## config.mk

```make
export PLATFORM = sky130hd
export DESIGN_NAME = lrq_isqrt
export DESIGN_NICKNAME = d
export VERILOG_FILES = /design/src/rtl/look_rotation_quaternion_macros.svh /design/src/rtl/lrq_isqrt.sv
export SDC_FILE = /design/constraint.sdc
export NUM_CORES = 2
export LEC_CHECK = 0
export BUFFER_PORTS_ARGS = -buffer_cell sky130_fd_sc_hd__buf_2
export CAP_MARGIN = 10
export CORE_UTILIZATION = 55
export CTS_CLUSTER_SIZE = 25
export DETAILED_ROUTE_END_ITERATION = 10
export PLACE_DENSITY = 0.7
export SLEW_MARGIN = 20
export SYNTH_ARGS = -nofsm -noshare
export SYNTH_HDL_FRONTEND = slang
export SYNTH_MEMORY_MAX_BITS = 65536
export SYNTH_SLANG_ARGS = --single-unit
```

## constraint.sdc

```tcl
create_clock -name clk -period 5.6 [get_ports clk]
set_input_delay 0.56 -clock clk [delete_from_list [all_inputs] [get_ports clk]]
set_output_delay 0.56 -clock clk [all_outputs]
set_load 0.005 [all_outputs]
```

## src/rtl/look_rotation_quaternion_macros.svh

```systemverilog
// Assertion macros for the look-rotation quaternion block.
// Used by the top level; expects signals clk and rst in scope.
`ifndef LOOK_ROTATION_QUATERNION_MACROS_SVH
`define LOOK_ROTATION_QUATERNION_MACROS_SVH

// same-cycle implication, disabled in reset
`define LRQ_ASSERT_IMP(lbl, ante, cons, msg) \
  lbl: assert property (@(posedge clk) disable iff (rst) (ante) |-> (cons)) \
    else $error(msg);

// next-cycle implication, disabled in reset
`define LRQ_ASSERT_NXT(lbl, ante, cons, msg) \
  lbl: assert property (@(posedge clk) disable iff (rst) (ante) |=> (cons)) \
    else $error(msg);

`endif

```

## src/rtl/lrq_isqrt.sv

```systemverilog
// Pipelined integer square root, one result bit per stage.
// Uses no package; sideband bits travel alongside.
`default_nettype none
module lrq_isqrt #(
  parameter int IN_W   = 64,
  parameter int SIDE_W = 1
) (
  input  logic                clk,
  input  logic                rst,
  input  logic                en,
  input  logic                in_valid,
  input  logic [IN_W-1:0]     in_n,
  input  logic [SIDE_W-1:0]   in_side,
  output logic                out_valid,
  output logic [IN_W/2-1:0]   out_root,
  output logic [SIDE_W-1:0]   out_side
);
  localparam int N = IN_W / 2;

  logic              v_a    [1:N];
  logic [IN_W-1:0]   n_a    [1:N];
  logic [IN_W-1:0]   r_a    [1:N];
  logic [SIDE_W-1:0] side_a [1:N];

  for (genvar k = 0; k < N; k++) begin : g_st
    localparam logic [IN_W-1:0] BITV = IN_W'(1) << (IN_W - 2 - 2 * k);
    logic              v_i;
    logic [IN_W-1:0]   n_i;
    logic [IN_W-1:0]   r_i;
    logic [SIDE_W-1:0] s_i;
    logic [IN_W-1:0]   trial;

    if (k == 0) begin : g_first
      assign v_i = in_valid;
      assign n_i = in_n;
      assign r_i = '0;
      assign s_i = in_side;
    end else begin : g_rest
      assign v_i = v_a[k];
      assign n_i = n_a[k];
      assign r_i = r_a[k];
      assign s_i = side_a[k];
    end

    assign trial = r_i + BITV;

    always_ff @(posedge clk) begin
      if (rst) begin
        v_a[k+1] <= 1'b0;
      end else if (en) begin
        v_a[k+1] <= v_i;
      end
      if (en) begin
        side_a[k+1] <= s_i;
        if (n_i >= trial) begin
          n_a[k+1] <= n_i - trial;
          r_a[k+1] <= (r_i >> 1) + BITV;
        end else begin
          n_a[k+1] <= n_i;
          r_a[k+1] <= r_i >> 1;
        end
      end
    end
  end

  assign out_valid = v_a[N];
  assign out_root  = r_a[N][N-1:0];
  assign out_side  = side_a[N];
endmodule
`default_nettype wire

```

Word level (Yosys, flattened, before mapping)
Memory sizes are Yosys's and may differ from the RTL's.
Cells that the tools add are included.
- output and inout port bits: 34
- memories kept: 4
- register bits after elaboration: 0
- word-level logic and storage cells: 520
- input port bits: 69
- memory bits (writable): 4160
- add/sub/neg operators: 94
- bitwise gates (word level): 96
- muxes and demuxes: 294
- order comparisons: 32
- memories (memory ; words ; width ; read ports ; clocked after memory_dff ; wr ports ; RTL line ; text):
    n_a ; 32 ; 64 ; 31 ; 0 ; 32 ; lrq_isqrt.sv:21 ; logic [IN_W-1:0] n_a [1:N];
    r_a ; 32 ; 64 ; 32 ; 0 ; 32 ; lrq_isqrt.sv:22 ; logic [IN_W-1:0] r_a [1:N];
    side_a ; 32 ; 1 ; 32 ; 0 ; 32 ; lrq_isqrt.sv:23 ; logic [SIDE_W-1:0] side_a [1:N];
    v_a ; 32 ; 1 ; 32 ; 0 ; 32 ; lrq_isqrt.sv:20 ; logic v_a [1:N];
- operators with widths (kind ; count):
    $mux 64 ; 64
    $ge 64x64->1 ; 31
    $sub 64x64->64 ; 31
    $mux 1 ; 230
    $or 1x1->1 ; 96
    $add 63x1->64 const B ; 1
    $add 63x11->64 const B ; 1
    $add 63x13->64 const B ; 1
    $add 63x15->64 const B ; 1
    $add 63x17->64 const B ; 1
    $add 63x19->64 const B ; 1
    $add 63x21->64 const B ; 1
    $add 63x23->64 const B ; 1
    $add 63x25->64 const B ; 1
    $add 63x27->64 const B ; 1
    $add 63x29->64 const B ; 1
    $add 63x3->64 const B ; 1
    $add 63x31->64 const B ; 1
    $add 63x33->64 const B ; 1
    $add 63x35->64 const B ; 1
    $add 63x37->64 const B ; 1
    $add 63x39->64 const B ; 1
    $add 63x41->64 const B ; 1
    $add 63x43->64 const B ; 1
    other kinds (45) ; 45

Longest topological paths before layout
An unclocked memory read counts as a cell.
- depth after elaboration: 7
- depth in mapped cells: 15
- mapped depth without buffers: 13

Least setup slack after synthesis
Ideal clock, no wire load.
- kind: input to register
- from: input en
- to: register, netlist name n_a[0][1664]
- setup time: 0.480 ns
- stages on the path: 5
- required time: 5.120 ns
- buffers on the path: 5
- arrival time: 4.058 ns
- setup slack: 1.062 ns
- path through: clkbuf_1 -> clkbuf_1 -> clkbuf_1 -> clkbuf_1 -> clkbuf_1
- RTL lines (what ; RTL line ; text):
    start, declared ; lrq_isqrt.sv:10 ; input logic en,

==> out/qor.json <==
{
  "yosys_warnings": 0,
  "worst-slew-pin-transition_ns": 1.18,
  "timing_hold_violations_final": 0,
  "relSlewSlack_pct": 20.8,
  "setup.worst_path.start_class": "flop",
  "antenna_violating_nets_post_route": 0,
  "num_vias": 80900,
  "number_of_buffers_inserted_during_clock_tree_synthesis": 286,
  "clock.fmax_mhz": 221,
  "first_global_vias": 77500,
  "syn2layout_area_growth_pct": 11.2,
  "yosysTopAreaCell": "sky130_fd_sc_hd__edfxtp_1",
  "maximum_number_of_buffers_from_clock_root_to_sink": 4,
  "clkSlewWorstSetupHoldPaths_ns": 0.06,
  "worst_r2r_path_depth": 11,
  "cp_num_buf_inv": 0,
  "finalClockSkew_ns": 0.0667,
  "path_delay_family": "simple AND/OR/NAND/NOR gates",
  "cts_root_buf": "sky130_fd_sc_hd__clkbuf_16",
  "grt_setup_unrepaired": "no",
  "critical-path-slowest-cell": "sky130_fd_sc_hd__nor4_1",
  "gpl.final_weighted_congestion": 0.960,
  "yosys.cell_types.count": 100,
  "critical_path.reg2reg.startpoint": "n_a[0][1553]",
  "die-area_sq_um": 227000,
  "h-tree-depth": 5,
  "io_buffers": 102,
  "finalCriticalPeriod_ns": 4.52,
  "drt_first_pass_iters": 6,
  "outcome": "finished clean",
  "postCtsSetupBuffers": 0,
  "timing.critical_path.cells": "ha_1 > or4b_1 > or4_1 > nor4_1 > nor4bb_1 > and3b_1 > and4bb_4 > nor4_4 > nand2_1 > nor3_1 > xor2_1",
  "synth.ff_latch_count": 2576,
  "grt.total_usage_pct": 28.9,
  "worst-setup-path-type": "flop to flop",
  "grt_max_degree": 168,
  "power_density_nw_per_um2": 416,
  "post_synth_instance_area_sq_um": 124000,
  "syn_inst": 9869,
  "initial_core_util_pct": 55.5,
  "antenna_found_initial": 15,
  "placeableCoreArea_sq_um": 223000,
  "worst_supply_voltage_drop_on_vdd_mv": 0.327,
  "min-delay-start": "en",
  "die_x_microns": 476,
  "mostFrequentLayoutCell": "sky130_fd_sc_hd__edfxtp_1",
  "critical_path_depth": 11,
  "layout_common_cells": "sky130_fd_sc_hd__edfxtp_1, sky130_fd_sc_hd__nand2_1, sky130_fd_sc_hd__inv_1",
  "viasPerCell": 6.06,
  "setup_ws_ns": 1.08,
  "final.fill_count": 17100,
  "drive_above_1_share_pct": 7.23,
  "worst-endpoint-arrival_ns": 5.19,
  "finalNetCount": 10800,
  "detailedRoute.firstIterationViolations": 8806,
  "slowest_delay_ns": 0.76,
  "synth_async_sr_flop_share_pct": 0,
  "placement_rows": 173,
  "crit_path_max_fanout": 31,
  "final.setup.tns_ns": 0,
  "synth_top_cells_by_area": "sky130_fd_sc_hd__edfxtp_1, sky130_fd_sc_hd__ha_1, sky130_fd_sc_hd__xor2_1, sky130_fd_sc_hd__xnor2_1, sky130_fd_sc_hd__nand2_1",
  "synth_ff_type": "sky130_fd_sc_hd__edfxtp_1",
  "first_pass_grt_wire_length_microns": 493000,
  "endpoint_kind": "flop",
  "setup_viol_count_final": 0,
  "clkSinkCount": 2576,
  "num_io_pins": 103,
  "worstHoldPathCells": 1,
  "cts_tree": "built",
  "grt.overflow.total": 0,
  "synth_edf_count": 2576,
  "final_min_period_over_clock_period_pct": 80.8,
  "place.detailed.hpwl_microns": 250000,
  "syn-mean-instance-area_sq_um": 12.5,
  "maxCapViolations": 0,
  "drv_slew": 0,
  "worstSetupStartpoint": "n_a[0][1553]",
  "avgRoutedWirePerCell_microns": 24.9,
  "preCtsSetupSlack_ns": 1.24,
  "routed_wirelength_microns": 332000,
  "floorplan.die.height_microns": 476,
  "detail_route.drc_violations": 0,
  "hold_path.class": "primary input to flop",
  "clk_latency_ns": 0.93,
  "synth.net_count": 10500,
  "static_leakage_nw": 51.5,
  "synth_sequential_area_ratio_pct": 62.6,
  "worst_ep_required_time_ns": 6.26,
  "yosysTopAreaCellShare_pct": 62.6
}
==> cell type report <==
type	count	area, sq um	share of cell area [%]
inverters	677	2540	1.85
repair buffers	241	1830	1.33
multi-input cells	6389	43000	31.3
clock inverters	146	1550	1.12
diodes	4	10.0	0.00728
flip-flops and latches	2576	77400	56.3
clock buffers	339	7480	5.44
well taps	2975	3720	2.71
==> flip-flops by register name (all words and copies together), names as in the netlist <==
register / cells
n_a: 1984
r_a: 528
side_a: 32
v_a: 32
==> power by group <==
| part | leakage [nW] | switching (mW) | internal, mW |
|---|---|---|---|
| combinational | 22.3 | 7.38 | 4.61 |
| sequential | 24.8 | 2.36 | 24.4 |
| clock | 4.42 | 7.49 | 10.9 |
==> Yosys cell counts (71+ instances only) <==
master	n
sky130_fd_sc_hd__edfxtp_1	2576
sky130_fd_sc_hd__nand2_1	706
sky130_fd_sc_hd__inv_1	672
sky130_fd_sc_hd__nor2_1	601
sky130_fd_sc_hd__ha_1	558
sky130_fd_sc_hd__a21oi_1	526
sky130_fd_sc_hd__o21ai_0	499
sky130_fd_sc_hd__xor2_1	454
sky130_fd_sc_hd__xnor2_1	433
sky130_fd_sc_hd__nor4_1	395
sky130_fd_sc_hd__nor3_1	261
sky130_fd_sc_hd__a21o_1	255
sky130_fd_sc_hd__clkbuf_1	197
sky130_fd_sc_hd__nand4_1	159
sky130_fd_sc_hd__nand3_1	157
sky130_fd_sc_hd__nand2b_1	124
sky130_fd_sc_hd__o21a_1	112
sky130_fd_sc_hd__or3_1	97
sky130_fd_sc_hd__nor2b_1	87
sky130_fd_sc_hd__or4_1	71
==> path summary, 6_finish.rpt <==
path	end	slack, ns
max	n_a[0][1662]	1.08
min	r_a[16][30]	0.06
max reg2reg	n_a[0][1662]	1.08
min reg2reg	side_a[12][0]	0.41
==> logic make-up (layout without fill, tap and decap cells) <==
group	Yosys count	in the layout	share of synthesized area, %
AO/OA/AOI/OAI	1836	1836	9.23
XOR/XNOR	887	887	6.28
adder cells (fa/ha/maj)	558	558	5.65
buffers and inverters	904	1403	2.78
flip-flops	2576	2576	62.6
multiplexers	77	77	0.693
other	0	4	0
AND/OR/NAND/NOR	3031	3031	12.8
==> routing by layer <==
metal | vias up | GRT usage (%) | part of all wire [%]
li1 | 37600 | - | -
met1 | 39500 | 40.9 | 43
met2 | 3149 | 45.0 | 45
met3 | 646 | 4.96 | 7.5
met4 | 2 | 10.3 | 3.7
met5 | - | 0 | 0.0057
==> stage by stage <==
| step | util [%] | std cells | hold slack [ns] | cell area, sq um | total power, mW |
|---|---|---|---|---|---|
| after global placement | 57.4 | 12800 | 0.400 | 128000 | 38.7 |
| after detailed placement | 57.4 | 12800 | 0.405 | 128000 | 38.7 |
| after global routing | 61.7 | 13300 | 0.0322 | 137000 | 59.5 |
| after CTS | 61.7 | 13300 | 0.0136 | 137000 | 57.2 |
| final | 61.7 | 13300 | 0.0588 | 137000 | 57.1 |
| after floorplan | - | 9869 | 0.400 | 124000 | 34.4 |
==> timing repair <==
| item | CTS | global route |
|---|---|---|
| hold endpoints to repair | 66 | 0 |
| resized for setup | 0 | 0 |
| hold buffers | 66 | 0 |
No activity file was read; power rests on OpenSTA's default activity.
